## src/qlt_pkg.sv

```systemverilog
// shared types, constants and helper functions for the query language tokenizer
// no dependencies; imported by every module of the block

package qlt_pkg;

  // defaults for top-level parameters
  localparam int OFFSET_BITS_DEF = 24;
  localparam int LINE_BITS_DEF   = 20;
  localparam int COLUMN_BITS_DEF = 16;
  localparam int QUEUE_DEPTH_DEF = 4;

  // fixed field widths of a token
  localparam int KIND_W  = 5;
  localparam int START_W = 24;
  localparam int LEN_W   = 16;
  localparam int LNUM_W  = 20;
  localparam int CNUM_W  = 16;
  localparam int MANT_W  = 63;
  localparam int FRACD_W = 8;
  localparam int COLX_W  = 32;   // raw column counter, zero-extended
  localparam int SUB_W   = 17;   // amount taken off the column
  localparam int FIELDS_W = START_W + LEN_W + LNUM_W + CNUM_W + MANT_W + FRACD_W + 2;
  localparam int TDATA_W  = ((FIELDS_W + 7) / 8) * 8;
  localparam int NUM_KW   = 5;

  localparam logic [MANT_W-1:0] MANT_MAX = {MANT_W{1'b1}};

  // characters
  localparam logic [7:0] CH_SPACE  = 8'h20;
  localparam logic [7:0] CH_CR     = 8'h0D;
  localparam logic [7:0] CH_TAB    = 8'h09;
  localparam logic [7:0] CH_LF     = 8'h0A;
  localparam logic [7:0] CH_HASH   = "#";
  localparam logic [7:0] CH_QUOTE  = 8'h22;
  localparam logic [7:0] CH_LT     = "<";
  localparam logic [7:0] CH_GT     = ">";
  localparam logic [7:0] CH_EQ     = "=";
  localparam logic [7:0] CH_BANG   = "!";
  localparam logic [7:0] CH_DOT    = ".";
  localparam logic [7:0] CH_PLUS   = "+";
  localparam logic [7:0] CH_MINUS  = "-";
  localparam logic [7:0] CH_STAR   = "*";
  localparam logic [7:0] CH_SLASH  = "/";
  localparam logic [7:0] CH_COMMA  = ",";
  localparam logic [7:0] CH_LPAREN = "(";
  localparam logic [7:0] CH_RPAREN = ")";
  localparam logic [7:0] CH_UNDER  = "_";

  typedef enum logic [3:0] {
    M_IDLE, M_COMMENT, M_IDENT, M_INT, M_DOT, M_FRAC, M_STRING,
    M_LT, M_GT, M_EQ, M_BANG
  } scan_mode_t;

  typedef enum logic [KIND_W-1:0] {
    K_FROM = 5'd0, K_FILTER, K_SELECT, K_WRITE, K_NOT, K_IDENT, K_NUMBER, K_STRING,
    K_PLUS, K_MINUS, K_STAR, K_SLASH, K_EQEQ, K_NEQ, K_LT, K_GT, K_LE, K_GE,
    K_COMMA, K_LPAREN, K_RPAREN, K_EOF
  } token_kind_t;

  // one token as it sits in the queue, column not yet clamped
  typedef struct packed {
    token_kind_t         kind;
    logic [START_W-1:0]  start;
    logic [LEN_W-1:0]    len;
    logic [LNUM_W-1:0]   line;
    logic [COLX_W-1:0]   col;
    logic [SUB_W-1:0]    sub;
    logic [MANT_W-1:0]   mant;
    logic [FRACD_W-1:0]  frac;
    logic                is_frac;
    logic                ovf;
    logic                last;
  } token_rec_t;

  // queue write strobes; second is only set together with first
  typedef struct packed {
    logic first;
    logic second;
  } push_t;

  function automatic logic is_digit(input logic [7:0] c);
    is_digit = (c >= "0") && (c <= "9");
  endfunction

  function automatic logic is_alpha(input logic [7:0] c);
    is_alpha = ((c >= "a") && (c <= "z")) || ((c >= "A") && (c <= "Z")) || (c == CH_UNDER);
  endfunction

  function automatic logic is_op(input logic [7:0] c);
    is_op = (c == CH_PLUS) || (c == CH_MINUS) || (c == CH_STAR) || (c == CH_SLASH) ||
            (c == CH_COMMA) || (c == CH_LPAREN) || (c == CH_RPAREN);
  endfunction

  function automatic token_kind_t op_kind(input logic [7:0] c);
    case (c)
      CH_PLUS:   op_kind = K_PLUS;
      CH_MINUS:  op_kind = K_MINUS;
      CH_STAR:   op_kind = K_STAR;
      CH_SLASH:  op_kind = K_SLASH;
      CH_COMMA:  op_kind = K_COMMA;
      CH_LPAREN: op_kind = K_LPAREN;
      default:   op_kind = K_RPAREN;
    endcase
  endfunction

  function automatic logic [2:0] kw_len(input logic [2:0] k);
    case (k)
      3'd0:    kw_len = 3'd4;
      3'd1:    kw_len = 3'd6;
      3'd2:    kw_len = 3'd6;
      3'd3:    kw_len = 3'd5;
      3'd4:    kw_len = 3'd3;
      default: kw_len = 3'd0;
    endcase
  endfunction

  function automatic logic [7:0] kw_char(input logic [2:0] k, input logic [2:0] p);
    logic [47:0] w;
    case (k)
      3'd0:    w = {"from", 16'h0};
      3'd1:    w = "filter";
      3'd2:    w = "select";
      3'd3:    w = {"write", 8'h0};
      3'd4:    w = {"not", 24'h0};
      default: w = 48'h0;
    endcase
    if (p <= 3'd5) begin
      kw_char = w[(47 - 8 * p) -: 8];
    end else begin
      kw_char = 8'h0;
    end
  endfunction

  // keyword k still possible when byte c sits at position p
  function automatic logic kw_match(input logic [2:0] k, input logic [LEN_W-1:0] p,
                                    input logic [7:0] c);
    kw_match = (p < LEN_W'(kw_len(k))) && (kw_char(k, p[2:0]) == c);
  endfunction

  // acc*10 + digit with saturation; returns {overflow, mantissa}
  function automatic logic [MANT_W:0] add_digit(input logic [MANT_W-1:0] acc, input logic ovf,
                                                input logic [7:0] c);
    logic [MANT_W+3:0] wide;
    logic [MANT_W+3:0] prod;
    wide = {4'b0, acc};
    prod = (wide << 3) + (wide << 1) + {{MANT_W{1'b0}}, c[3:0]};
    if (ovf || (prod[MANT_W+3:MANT_W] != 4'h0)) begin
      add_digit = {1'b1, MANT_MAX};
    end else begin
      add_digit = {1'b0, prod[MANT_W-1:0]};
    end
  endfunction

endpackage

```

## src/query_language_tokenizer.sv

```systemverilog
// Streaming tokenizer for a small query language.
// Input: one source byte per transaction on s_tdata; s_tlast marks the end of the
// source (the byte is ignored, any pending token is flushed and one EOF token follows).
// Output: one token per transaction; m_tuser holds the token kind, m_tdata the offset,
// length, line, column and number fields, m_tlast marks the last token caused by
// one input byte.
// A completed token passes through the queue write, then the output register, before
// it shows on m_tvalid.
// Throughput: one byte per cycle. A byte yields at most two tokens; they go into a
// four-entry queue drained by the output register at one token per cycle. s_tready
// drops while fewer than two queue entries are free, so a stalled receiver fills
// the queue and then holds off the source; nothing is lost.
// Reset (rst, synchronous): the scanner returns to idle at offset 0, line 1,
// column 1 and the queue and output register empty. The end marker restores the
// same scanner state.
// depends on qlt_pkg, qlt_lexer, qlt_queue, qlt_emitter

module query_language_tokenizer import qlt_pkg::*; #(
  parameter int OFFSET_BITS = OFFSET_BITS_DEF,
  parameter int LINE_BITS   = LINE_BITS_DEF,
  parameter int COLUMN_BITS = COLUMN_BITS_DEF,
  parameter int QUEUE_DEPTH = QUEUE_DEPTH_DEF
) (
  input  logic               clk,
  input  logic               rst,
  input  logic               s_tvalid,
  output logic               s_tready,
  input  logic [7:0]         s_tdata,   // [7:0] char_in
  input  logic               s_tlast,   // end_of_input
  output logic               m_tvalid,
  input  logic               m_tready,
  // [23:0] start_offset, [39:24] lexeme_length, [59:40] line_number,
  // [75:60] column_number, [138:76] number_mantissa, [146:139] fraction_digits,
  // [147] is_fraction, [148] mantissa_overflow, [151:149] zero
  output logic [TDATA_W-1:0] m_tdata,
  output logic [KIND_W-1:0]  m_tuser,   // [4:0] token_kind
  output logic               m_tlast    // last_of_run
);

  logic       fire, pop, head_valid, room;
  push_t      push;
  token_rec_t rec0, rec1, head;

  assign s_tready = room;
  assign fire     = s_tvalid && s_tready;

  qlt_lexer #(
    .OFFSET_BITS (OFFSET_BITS),
    .LINE_BITS   (LINE_BITS),
    .COLUMN_BITS (COLUMN_BITS)
  ) u_lexer (
    .clk          (clk),
    .rst          (rst),
    .fire         (fire),
    .char_in      (s_tdata),
    .end_of_input (s_tlast),
    .push         (push),
    .rec0         (rec0),
    .rec1         (rec1)
  );

  qlt_queue #(
    .DEPTH (QUEUE_DEPTH)
  ) u_queue (
    .clk        (clk),
    .rst        (rst),
    .push       (push),
    .rec0       (rec0),
    .rec1       (rec1),
    .pop        (pop),
    .head       (head),
    .head_valid (head_valid),
    .room       (room)
  );

  qlt_emitter u_emitter (
    .clk        (clk),
    .rst        (rst),
    .head       (head),
    .head_valid (head_valid),
    .pop        (pop),
    .m_tvalid   (m_tvalid),
    .m_tready   (m_tready),
    .m_tdata    (m_tdata),
    .m_tuser    (m_tuser),
    .m_tlast    (m_tlast)
  );

  // a second token in one cycle only comes with a first
  a_push_order: assert property (@(posedge clk) disable iff (rst)
    push.second |-> push.first)
    else $error("second queue write without first");

  // the end marker always produces at least the EOF token
  a_eof_pushed: assert property (@(posedge clk) disable iff (rst)
    (fire && s_tlast) |-> push.first)
    else $error("end marker produced no token");

  // EOF is always the final token of its run
  a_eof_last: assert property (@(posedge clk) disable iff (rst)
    (m_tvalid && (m_tuser == K_EOF)) |-> m_tlast)
    else $error("EOF token not marked last");

  // emitter only pops a filled queue
  a_pop_valid: assert property (@(posedge clk) disable iff (rst)
    pop |-> head_valid)
    else $error("pop from empty queue");

endmodule

```

## src/qlt_lexer.sv

```systemverilog
// front end: scans one source byte per accepted transaction and builds token records
// depends on qlt_pkg; feeds up to two records per byte into qlt_queue

module qlt_lexer import qlt_pkg::*; #(
  parameter int OFFSET_BITS = OFFSET_BITS_DEF,
  parameter int LINE_BITS   = LINE_BITS_DEF,
  parameter int COLUMN_BITS = COLUMN_BITS_DEF
) (
  input  logic       clk,
  input  logic       rst,
  input  logic       fire,
  input  logic [7:0] char_in,
  input  logic       end_of_input,
  output push_t      push,
  output token_rec_t rec0,
  output token_rec_t rec1
);

  scan_mode_t              mode, mode_next;
  logic [OFFSET_BITS-1:0]  byte_offset, offset_next;
  logic [LINE_BITS-1:0]    line_count, line_next;
  logic [COLUMN_BITS-1:0]  column_count, col_next;
  logic [OFFSET_BITS-1:0]  token_start, tstart_next;
  logic [LEN_W-1:0]        token_length, tlen_next;
  logic [NUM_KW-1:0]       kw_cand, cand_next;
  logic [MANT_W-1:0]       mantissa, mant_next;
  logic [FRACD_W-1:0]      frac_count, frac_next;
  logic                    ovf, ovf_next;

  logic [OFFSET_BITS-1:0]  off_inc;
  logic [LINE_BITS-1:0]    line_sat;
  logic [COLUMN_BITS-1:0]  col_sat;
  logic [LEN_W-1:0]        len_sat1, len_sat2;
  logic [FRACD_W-1:0]      frac_sat;
  logic [NUM_KW-1:0]       cand_upd, cand_first;
  logic [MANT_W:0]         digit_res;
  logic [31:0]             line_ext;
  logic is_dig, is_alp, is_nl, is_quote, is_cmp_start, handled, go_idle;

  logic        flush_emit, b_emit;
  token_rec_t  flush_rec, b_rec;
  token_kind_t ident_kind;

  assign off_inc  = byte_offset + OFFSET_BITS'(1);
  assign line_sat = (line_count == {LINE_BITS{1'b1}}) ? line_count : line_count + LINE_BITS'(1);
  assign col_sat  = (column_count == {COLUMN_BITS{1'b1}}) ? column_count
                                                          : column_count + COLUMN_BITS'(1);
  assign len_sat1 = (token_length == {LEN_W{1'b1}}) ? token_length : token_length + LEN_W'(1);
  assign len_sat2 = (token_length >= {{(LEN_W-1){1'b1}}, 1'b0}) ? {LEN_W{1'b1}}
                                                               : token_length + LEN_W'(2);
  assign frac_sat = (frac_count == {FRACD_W{1'b1}}) ? frac_count : frac_count + FRACD_W'(1);
  assign digit_res = add_digit(mantissa, ovf, char_in);
  assign line_ext  = 32'(line_count);

  assign is_dig   = is_digit(char_in);
  assign is_alp   = is_alpha(char_in);
  assign is_nl    = (char_in == CH_LF);
  assign is_quote = (char_in == CH_QUOTE);
  assign is_cmp_start = (char_in == CH_LT) || (char_in == CH_GT) ||
                        (char_in == CH_EQ) || (char_in == CH_BANG);

  always_comb begin
    for (int k = 0; k < NUM_KW; k++) begin
      cand_upd[k]   = kw_cand[k] & kw_match(3'(k), token_length, char_in);
      cand_first[k] = kw_match(3'(k), {LEN_W{1'b0}}, char_in);
    end
  end

  // does the pending mode swallow this byte
  always_comb begin
    case (mode)
      M_COMMENT, M_STRING:         handled = 1'b1;
      M_IDENT:                     handled = is_alp || is_dig;
      M_INT:                       handled = is_dig || (char_in == CH_DOT);
      M_DOT, M_FRAC:               handled = is_dig;
      M_LT, M_GT, M_EQ, M_BANG:    handled = (char_in == CH_EQ);
      default:                     handled = 1'b0;
    endcase
  end

  assign go_idle = (mode == M_IDLE) || !handled;

  // next state
  always_comb begin
    mode_next   = mode;
    offset_next = byte_offset;
    line_next   = line_count;
    col_next    = column_count;
    tstart_next = token_start;
    tlen_next   = token_length;
    cand_next   = kw_cand;
    mant_next   = mantissa;
    frac_next   = frac_count;
    ovf_next    = ovf;
    if (end_of_input) begin
      mode_next   = M_IDLE;
      offset_next = '0;
      line_next   = LINE_BITS'(1);
      col_next    = COLUMN_BITS'(1);
      tstart_next = '0;
      tlen_next   = '0;
      cand_next   = '1;
      mant_next   = '0;
      frac_next   = '0;
      ovf_next    = 1'b0;
    end else if (!go_idle) begin
      offset_next = off_inc;
      col_next    = col_sat;
      case (mode)
        M_COMMENT: begin
          if (is_nl) begin
            line_next = line_sat;
            col_next  = COLUMN_BITS'(1);
            mode_next = M_IDLE;
          end
        end
        M_IDENT: begin
          cand_next = cand_upd;
          tlen_next = len_sat1;
        end
        M_INT: begin
          if (is_dig) begin
            tlen_next = len_sat1;
            {ovf_next, mant_next} = digit_res;
          end else begin
            mode_next = M_DOT;
          end
        end
        M_DOT: begin
          tlen_next = len_sat2;
          {ovf_next, mant_next} = digit_res;
          frac_next = FRACD_W'(1);
          mode_next = M_FRAC;
        end
        M_FRAC: begin
          tlen_next = len_sat1;
          {ovf_next, mant_next} = digit_res;
          frac_next = frac_sat;
        end
        M_STRING: begin
          if (is_quote) begin
            mode_next = M_IDLE;
          end else if (is_nl) begin
            line_next = line_sat;
            col_next  = COLUMN_BITS'(1);
            tlen_next = len_sat1;
          end else begin
            tlen_next = len_sat1;
          end
        end
        M_LT, M_GT, M_EQ, M_BANG: begin
          mode_next = M_IDLE;
        end
        default: begin
          mode_next = M_IDLE;
        end
      endcase
    end else begin
      // fresh byte, any pending token has been flushed
      mode_next   = M_IDLE;
      offset_next = off_inc;
      if (is_nl) begin
        line_next = line_sat;
        col_next  = COLUMN_BITS'(1);
      end else begin
        col_next = col_sat;
        if (is_quote || is_cmp_start || is_alp || is_dig) begin
          tstart_next = byte_offset;
          tlen_next   = '0;
          cand_next   = '1;
          mant_next   = '0;
          frac_next   = '0;
          ovf_next    = 1'b0;
        end
        if (char_in == CH_HASH) begin
          mode_next = M_COMMENT;
        end else if (is_quote) begin
          tstart_next = off_inc;
          mode_next   = M_STRING;
        end else if (char_in == CH_LT) begin
          mode_next = M_LT;
        end else if (char_in == CH_GT) begin
          mode_next = M_GT;
        end else if (char_in == CH_EQ) begin
          mode_next = M_EQ;
        end else if (char_in == CH_BANG) begin
          mode_next = M_BANG;
        end else if (is_alp) begin
          cand_next = cand_first;
          tlen_next = LEN_W'(1);
          mode_next = M_IDENT;
        end else if (is_dig) begin
          tlen_next = LEN_W'(1);
          mant_next = {{(MANT_W-4){1'b0}}, char_in[3:0]};
          mode_next = M_INT;
        end
      end
    end
  end

  function automatic token_rec_t mk_rec(input token_kind_t kind,
                                        input logic [OFFSET_BITS-1:0] start,
                                        input logic [LEN_W-1:0] len,
                                        input logic [SUB_W-1:0] sub,
                                        input logic [COLUMN_BITS-1:0] col,
                                        input logic num);
    token_rec_t r;
    logic [31:0] start_ext;
    start_ext = 32'(start);
    r.kind    = kind;
    r.start   = start_ext[START_W-1:0];
    r.len     = len;
    r.line    = line_ext[LNUM_W-1:0];
    r.col     = COLX_W'(col);
    r.sub     = sub;
    r.mant    = num ? mantissa : '0;
    r.frac    = num ? frac_count : '0;
    r.is_frac = num && (mode == M_FRAC);
    r.ovf     = num && ovf;
    r.last    = 1'b0;
    mk_rec = r;
  endfunction

  always_comb begin
    ident_kind = K_IDENT;
    for (int k = 0; k < NUM_KW; k++) begin
      if (kw_cand[k] && (token_length == LEN_W'(kw_len(3'(k))))) begin
        ident_kind = token_kind_t'(KIND_W'(k));
      end
    end
  end

  // outputs: the flushed token and the token this byte produces
  always_comb begin
    flush_emit = 1'b0;
    flush_rec  = mk_rec(K_IDENT, token_start, token_length, SUB_W'(token_length),
                        column_count, 1'b0);
    if (end_of_input || go_idle) begin
      case (mode)
        M_IDENT: begin
          flush_emit = 1'b1;
          flush_rec  = mk_rec(ident_kind, token_start, token_length, SUB_W'(token_length),
                              column_count, 1'b0);
        end
        M_INT, M_FRAC: begin
          flush_emit = 1'b1;
          flush_rec  = mk_rec(K_NUMBER, token_start, token_length, SUB_W'(token_length),
                              column_count, 1'b1);
        end
        M_DOT: begin
          // trailing point is not part of the lexeme but moved the column
          flush_emit = 1'b1;
          flush_rec  = mk_rec(K_NUMBER, token_start, token_length,
                              SUB_W'(token_length) + SUB_W'(1), column_count, 1'b1);
        end
        M_LT: begin
          flush_emit = 1'b1;
          flush_rec  = mk_rec(K_LT, token_start, LEN_W'(1), SUB_W'(1), column_count, 1'b0);
        end
        M_GT: begin
          flush_emit = 1'b1;
          flush_rec  = mk_rec(K_GT, token_start, LEN_W'(1), SUB_W'(1), column_count, 1'b0);
        end
        default: flush_emit = 1'b0;
      endcase
    end

    b_emit = 1'b0;
    b_rec  = mk_rec(K_EOF, byte_offset, '0, '0, column_count, 1'b0);
    if (end_of_input) begin
      b_emit = 1'b1;
    end else if (!go_idle) begin
      case (mode)
        M_STRING: begin
          b_emit = is_quote;
          b_rec  = mk_rec(K_STRING, token_start, token_length,
                          SUB_W'(token_length) + SUB_W'(2), col_sat, 1'b0);
        end
        M_LT: begin
          b_emit = 1'b1;
          b_rec  = mk_rec(K_LE, token_start, LEN_W'(2), SUB_W'(2), col_sat, 1'b0);
        end
        M_GT: begin
          b_emit = 1'b1;
          b_rec  = mk_rec(K_GE, token_start, LEN_W'(2), SUB_W'(2), col_sat, 1'b0);
        end
        M_EQ: begin
          b_emit = 1'b1;
          b_rec  = mk_rec(K_EQEQ, token_start, LEN_W'(2), SUB_W'(2), col_sat, 1'b0);
        end
        M_BANG: begin
          b_emit = 1'b1;
          b_rec  = mk_rec(K_NEQ, token_start, LEN_W'(2), SUB_W'(2), col_sat, 1'b0);
        end
        default: b_emit = 1'b0;
      endcase
    end else if (is_op(char_in)) begin
      b_emit = 1'b1;
      b_rec  = mk_rec(op_kind(char_in), byte_offset, LEN_W'(1), SUB_W'(1), col_sat, 1'b0);
    end

    push.first  = fire && (flush_emit || b_emit);
    push.second = fire && flush_emit && b_emit;
    rec0        = flush_emit ? flush_rec : b_rec;
    rec0.last   = !(flush_emit && b_emit);
    rec1        = b_rec;
    rec1.last   = 1'b1;
  end

  always_ff @(posedge clk) begin
    if (rst) begin
      mode         <= M_IDLE;
      byte_offset  <= '0;
      line_count   <= LINE_BITS'(1);
      column_count <= COLUMN_BITS'(1);
      token_start  <= '0;
      token_length <= '0;
      kw_cand      <= '1;
      mantissa     <= '0;
      frac_count   <= '0;
      ovf          <= 1'b0;
    end else if (fire) begin
      mode         <= mode_next;
      byte_offset  <= offset_next;
      line_count   <= line_next;
      column_count <= col_next;
      token_start  <= tstart_next;
      token_length <= tlen_next;
      kw_cand      <= cand_next;
      mantissa     <= mant_next;
      frac_count   <= frac_next;
      ovf          <= ovf_next;
    end
  end

endmodule

```

## src/qlt_queue.sv

```systemverilog
// token queue between the lexer and the emitter: two writes and one read per cycle
// depends on qlt_pkg for the record and push types

module qlt_queue import qlt_pkg::*; #(
  parameter int DEPTH = QUEUE_DEPTH_DEF
) (
  input  logic       clk,
  input  logic       rst,
  input  push_t      push,
  input  token_rec_t rec0,
  input  token_rec_t rec1,
  input  logic       pop,
  output token_rec_t head,
  output logic       head_valid,
  output logic       room
);

  localparam int PTR_W = (DEPTH > 1) ? $clog2(DEPTH) : 1;
  localparam int CNT_W = $clog2(DEPTH + 1);

  token_rec_t       slots [DEPTH];
  logic [PTR_W-1:0] wr_ptr, rd_ptr, wr_ptr_next, rd_ptr_next, wa1;
  logic [CNT_W-1:0] count, count_next;

  function automatic logic [PTR_W-1:0] ptr_inc(input logic [PTR_W-1:0] p);
    ptr_inc = (p == PTR_W'(DEPTH - 1)) ? '0 : p + PTR_W'(1);
  endfunction

  assign wa1        = ptr_inc(wr_ptr);
  assign head       = slots[rd_ptr];
  assign head_valid = (count != '0);
  // room for a worst-case byte that yields two tokens
  assign room       = (count <= CNT_W'(DEPTH - 2));

  always_comb begin
    wr_ptr_next = wr_ptr;
    if (push.second) begin
      wr_ptr_next = ptr_inc(wa1);
    end else if (push.first) begin
      wr_ptr_next = wa1;
    end
    rd_ptr_next = pop ? ptr_inc(rd_ptr) : rd_ptr;
    count_next  = count + CNT_W'(push.first) + CNT_W'(push.second) - CNT_W'(pop);
  end

  always_ff @(posedge clk) begin
    if (rst) begin
      wr_ptr <= '0;
      rd_ptr <= '0;
      count  <= '0;
    end else begin
      wr_ptr <= wr_ptr_next;
      rd_ptr <= rd_ptr_next;
      count  <= count_next;
    end
  end

  always_ff @(posedge clk) begin
    if (push.first) begin
      slots[wr_ptr] <= rec0;
    end
    if (push.second) begin
      slots[wa1] <= rec1;
    end
  end

endmodule

```

## src/qlt_emitter.sv

```systemverilog
// back end: pops token records, clamps the column and drives the output stream register
// depends on qlt_pkg; reads from qlt_queue

module qlt_emitter import qlt_pkg::*; (
  input  logic               clk,
  input  logic               rst,
  input  token_rec_t         head,
  input  logic               head_valid,
  output logic               pop,
  output logic               m_tvalid,
  input  logic               m_tready,
  output logic [TDATA_W-1:0] m_tdata,
  output logic [KIND_W-1:0]  m_tuser,
  output logic               m_tlast
);

  localparam int DIFF_W = COLX_W + 2;
  localparam int PAD_W  = TDATA_W - FIELDS_W;
  localparam logic signed [DIFF_W-1:0] COL_MIN = -(DIFF_W'(2) ** (CNUM_W - 1));
  localparam logic signed [DIFF_W-1:0] COL_MAX = (DIFF_W'(2) ** (CNUM_W - 1)) - DIFF_W'(1);

  logic                     load;
  logic signed [DIFF_W-1:0] diff;
  logic [CNUM_W-1:0]        col_out;

  assign load = !m_tvalid || m_tready;
  assign pop  = head_valid && load;

  assign diff = $signed({2'b00, head.col}) - $signed({{(DIFF_W-SUB_W){1'b0}}, head.sub});

  always_comb begin
    if (diff < COL_MIN) begin
      col_out = {1'b1, {(CNUM_W-1){1'b0}}};
    end else if (diff > COL_MAX) begin
      col_out = {1'b0, {(CNUM_W-1){1'b1}}};
    end else begin
      col_out = diff[CNUM_W-1:0];
    end
  end

  always_ff @(posedge clk) begin
    if (rst) begin
      m_tvalid <= 1'b0;
    end else if (load) begin
      m_tvalid <= head_valid;
    end
  end

  always_ff @(posedge clk) begin
    if (pop) begin
      m_tdata <= {{PAD_W{1'b0}}, head.ovf, head.is_frac, head.frac, head.mant, col_out,
                  head.line, head.len, head.start};
      m_tuser <= head.kind;
      m_tlast <= head.last;
    end
  end

endmodule
```

## config.mk

```make
export PLATFORM = sky130hd
export DESIGN_NAME = query_language_tokenizer
export DESIGN_NICKNAME = d
export VERILOG_FILES = /design/src/qlt_pkg.sv /design/src/query_language_tokenizer.sv /design/src/qlt_lexer.sv /design/src/qlt_queue.sv /design/src/qlt_emitter.sv
export SDC_FILE = /design/constraint.sdc
export NUM_CORES = 2
export LEC_CHECK = 0
export ABC_AREA = 1
export BUFFER_PORTS_ARGS = -buffer_cell sky130_fd_sc_hd__buf_2
export CAP_MARGIN = 20
export CORE_ASPECT_RATIO = 1.4
export CORE_MARGIN = 3
export CORE_UTILIZATION = 59
export DETAILED_ROUTE_END_ITERATION = 8
export PLACE_DENSITY = 0.77
export SLEW_MARGIN = 20
export SYNTH_ARGS = -nofsm -noshare
export SYNTH_HDL_FRONTEND = slang
export SYNTH_HIERARCHICAL = 1
export SYNTH_SLANG_ARGS = --single-unit
```

## constraint.sdc

```tcl
create_clock -name clk -period 50.1 [get_ports clk]
set_input_delay 5.01 -clock clk [delete_from_list [all_inputs] [get_ports clk]]
set_output_delay 5.01 -clock clk [all_outputs]
set_load 0.1 [all_outputs]
```

==> results by group <==
Clock tree
  • Clk root buf: clkbuf_16
  • Clock Tree Buf Depth: 3
  • Num CTS Buffers: 104
  • CTS tree: built
  • Worst-skew pair later-pin latency: 0.73 ns
  • Post_cts resized: 0
  • Clk sinks: 1098
  • Total setup buffers inserted after CTS: 0
  • H-tree level count: 3
  • Hold buffer count at CTS: 0
  • Reg clk slew, reported paths: 0.07 ns

Route
  • Initial DRC Count: 5205
  • Wire per inst: 19.2 microns
  • Iteration count of the initial detailed-routing pass: 9
  • DRT antenna net count: 0
  • DR vias: 54500
  • Final WL: 180000 microns
  • DRC Markers: 0
  • Via density: 5.79

Placement
  • DP Worst Slack: 38.25 ns
  • Routability cong.: 0.997
  • Post-DP HPWL: 115000 microns
  • IO buf count: 169
  • Area after DPL: 0.0645 sq mm

Timing
  • Slew Viols, Final: 0
  • Final setup viols: 0
  • Worst-Margin Slew: 1.16 ns
  • Setup TNS: 0 ns
  • Tmin final: 11.25 ns
  • RSZ-0062 raised after global routing: no
  • Post-route setup slack: 38.85 ns
  • Final hold vios: 0
  • Max Clk Rate: 88.9 MHz
  • Slew Limit Headroom: 0.224
  • Setup Skew: 0.0429 ns
  • Fin crit share: 0.225

Critical path
  • CP required: 50.44 ns
  • CP Launch Point: s_tlast
  • Crit Path Class: input port to flip-flop
  • R2R Setup Slk: 43.22 ns
  • Critical R2R Capture: u_queue/slots[1][153]$_DFFE_PP_
  • Worst Setup EP: u_queue/slots[1][153]$_DFFE_PP_
  • Worst EP arrival: 11.58 ns
  • FF-to-FF Start: u_lexer/mode[1]$_SDFFE_PP0P_
  • CP endpoint kind: flip-flop
  • Crit Path Max Fanout: 81
  • Reg2reg path depth: 18
  • Startpoint types: input port

Worst hold path
  • Worst min path class: flip-flop to flip-flop

Synthesis
  • Register bit total from synthesis: 1098
  • Synth Instances: 8024
  • List of most frequent post-synthesis cells: nand2_1 (2042), o21ai_0 (1229), edfxtp_1 (907)
  • Asr flop ratio synth: 0
  • Post-synth top area share: 0.424
  • Syn. warnings: 6
  • Ranking of synthesized cells by area: edfxtp_1 (42%), nand2_1 (12%), o21ai_0 (9.6%)
  • Yosys top cell by area: edfxtp_1
  • Post-synthesis area per instance: 8.01 sq um
  • Seq/Total Area, Yosys: 0.483
  • Synth cell types: 66
  • Synthesized area: 0.0643 sq mm
  • Top_reg_cell synth: edfxtp_1
  • Number of synthesized flops with an enable pin: 907
  • Most common cell in the synthesized netlist: nand2_1

Run
  • Max_cap viols: 0

Die
  • Die ar.: 0.113 sq mm
  • Core ar.: 0.107 sq mm
  • Starting Density: 0.598
  • Die Y-Extent: 396 microns
  • I/O pin count: 173
  • Die Wd: 285 microns
  • Row count: 142

Pwr
  • Pwr dens: 55.1 mW/mm^2
  • Clock power share: 0.209
  • Combinational share of power: 0.441
  • Leakage power: 0.0264 uW
  • Sw frac: 0.464
  • Total power: 3740 uW
  • Internal: 2010 uW
  • Register share of total power: 0.350
  • Worst IR drop on VDD: 0.0000529 V
  • Psw: 1740 uW

GRT
  • Vias in the first global route: 52400
  • Initial antenna violation count: 10
  • Grt total ovfl: 0
  • Largest net degree at the start of global routing: 202
  • GRT Total Usage: 0.312
  • First-pass GRT wire length: 279000 microns

Layout
  • Finished Cell Area: 0.0679 sq mm
  • NumNets Final: 8056
  • Final Core Density: 0.632
  • Layout cells sized above 1: 0.0650
  • Layout area overhead: 5.68%
  • Fillcell total: 9165

Status
  • Outcome: complete, no violations
[registers in the layout, summed over array words and instances (netlist names), 3 cells and up, named ones only]
register              flops
u_queue/slots           752
u_emitter/m_tdata       149
u_lexer/mantissa         63
u_lexer/byte_offset      24
u_lexer/token_start      24
u_lexer/line_count       20
u_lexer/column_count     16
u_lexer/token_length     16
u_lexer/frac_count        8
u_emitter/m_tuser         5
u_lexer/kw_cand           5
u_lexer/mode              4
u_queue/count             3
[worst max-delay path: stages]
cell	delay, ns
buf_2	0.08
buf_4	0.43
clkinv_1	0.76
nand2_4	0.50
o21ai_4	0.10
inv_2	0.47
nand2_1	0.27
nor2_2	0.90
nand2_8	0.57
nand2_4	0.78
buf_4	0.75
buf_4	0.82
[layout make-up]
| class | count | area, sq um | share of cell area |
|---|---|---|---|
| inverters | 742 | 2820 | 0.0415 |
| diodes | 5 | 12.5 | 0.000184 |
| flip-flops and latches | 1098 | 31100 | 0.457 |
| multi-input cells | 5707 | 27500 | 0.405 |
| repair buffers | 227 | 1330 | 0.0196 |
| clock inverters | 57 | 591 | 0.00870 |
| well taps | 1440 | 1800 | 0.0265 |
| clock buffers | 137 | 2790 | 0.0411 |
[placed cells by master (no fill, tap or decap), drive strengths merged, types with 2 or more instances in the layout]
cell type	n
bufinv	7
fa	5
a31oi	10
o31ai	7
conb	109
a31o	4
a21oi	245
o311ai	3
nand3	267
nand3b	12
dfxtp	191
nor3	101
xor2	96
nor2	894
xnor2	18
and2	5
clkinv	54
clkinvlp	4
o221ai	8
nor4	11
buf	227
o22ai	197
or2	9
clkbuf	137
a211oi	16
o2111ai	2
a21boi	5
o21bai	14
diode	5
nand2	2086
o21ai	1350
inv	734
ha	158
edfxtp	907
and3	4
nor3b	2
o211ai	19
nand4	46
[routing by layer]
layer | global-route usage | routed length (microns)
met5 | 0 | 51
met4 | 0.191 | 11300
met3 | 0.0422 | 12200
met2 | 0.552 | 90100
met1 | 0.359 | 66700
[power by group through the flow]
stage                     sequential (uW)  combinational (uW)  clock, uW
after floorplan                      1790                 844          0
after global placement               1320                1620          0
after detailed placement             1330                1630          0
after CTS                            1310                1640        795
after global routing                 1330                1770        829
final                                1310                1650        783
[per-stage QoR]
stage	hold slack [ns]	cells
after detailed placement	0.459	9213
after global placement	0.452	9213
after global routing	0.490	9409
final	0.468	9413
after CTS	0.471	9407
after floorplan	0.442	8130
[how the worst min path moves through the flow]
stage,from,endpoint,cells after the start
6_report,u_lexer/token_start[14]$_SDFFE_PP0P_,u_lexer/token_start[14]$_SDFFE_PP0P_,2
5_1_grt,u_lexer/token_start[23]$_SDFFE_PP0P_,u_lexer/token_start[23]$_SDFFE_PP0P_,2
4_1_cts,u_lexer/token_start[15]$_SDFFE_PP0P_,u_lexer/token_start[15]$_SDFFE_PP0P_,2
3_5_place_dp,u_lexer/token_start[14]$_SDFFE_PP0P_,u_lexer/token_start[14]$_SDFFE_PP0P_,2
3_3_place_gp,u_lexer/token_start[19]$_SDFFE_PP0P_,u_lexer/token_start[19]$_SDFFE_PP0P_,2
2_1_floorplan,u_lexer/token_start[11]$_SDFFE_PP0P_,u_lexer/token_start[11]$_SDFFE_PP0P_,2
[logic make-up after synthesis]
logic type,share of synthesized area
simple gates,0.217
compound gates,0.156
buf+inv,0.0965
flops,0.483
fa+ha+maj,0.0323
xor+xnor,0.0155
other cells,0.000175
No activity file was read; power rests on OpenSTA's default activity.
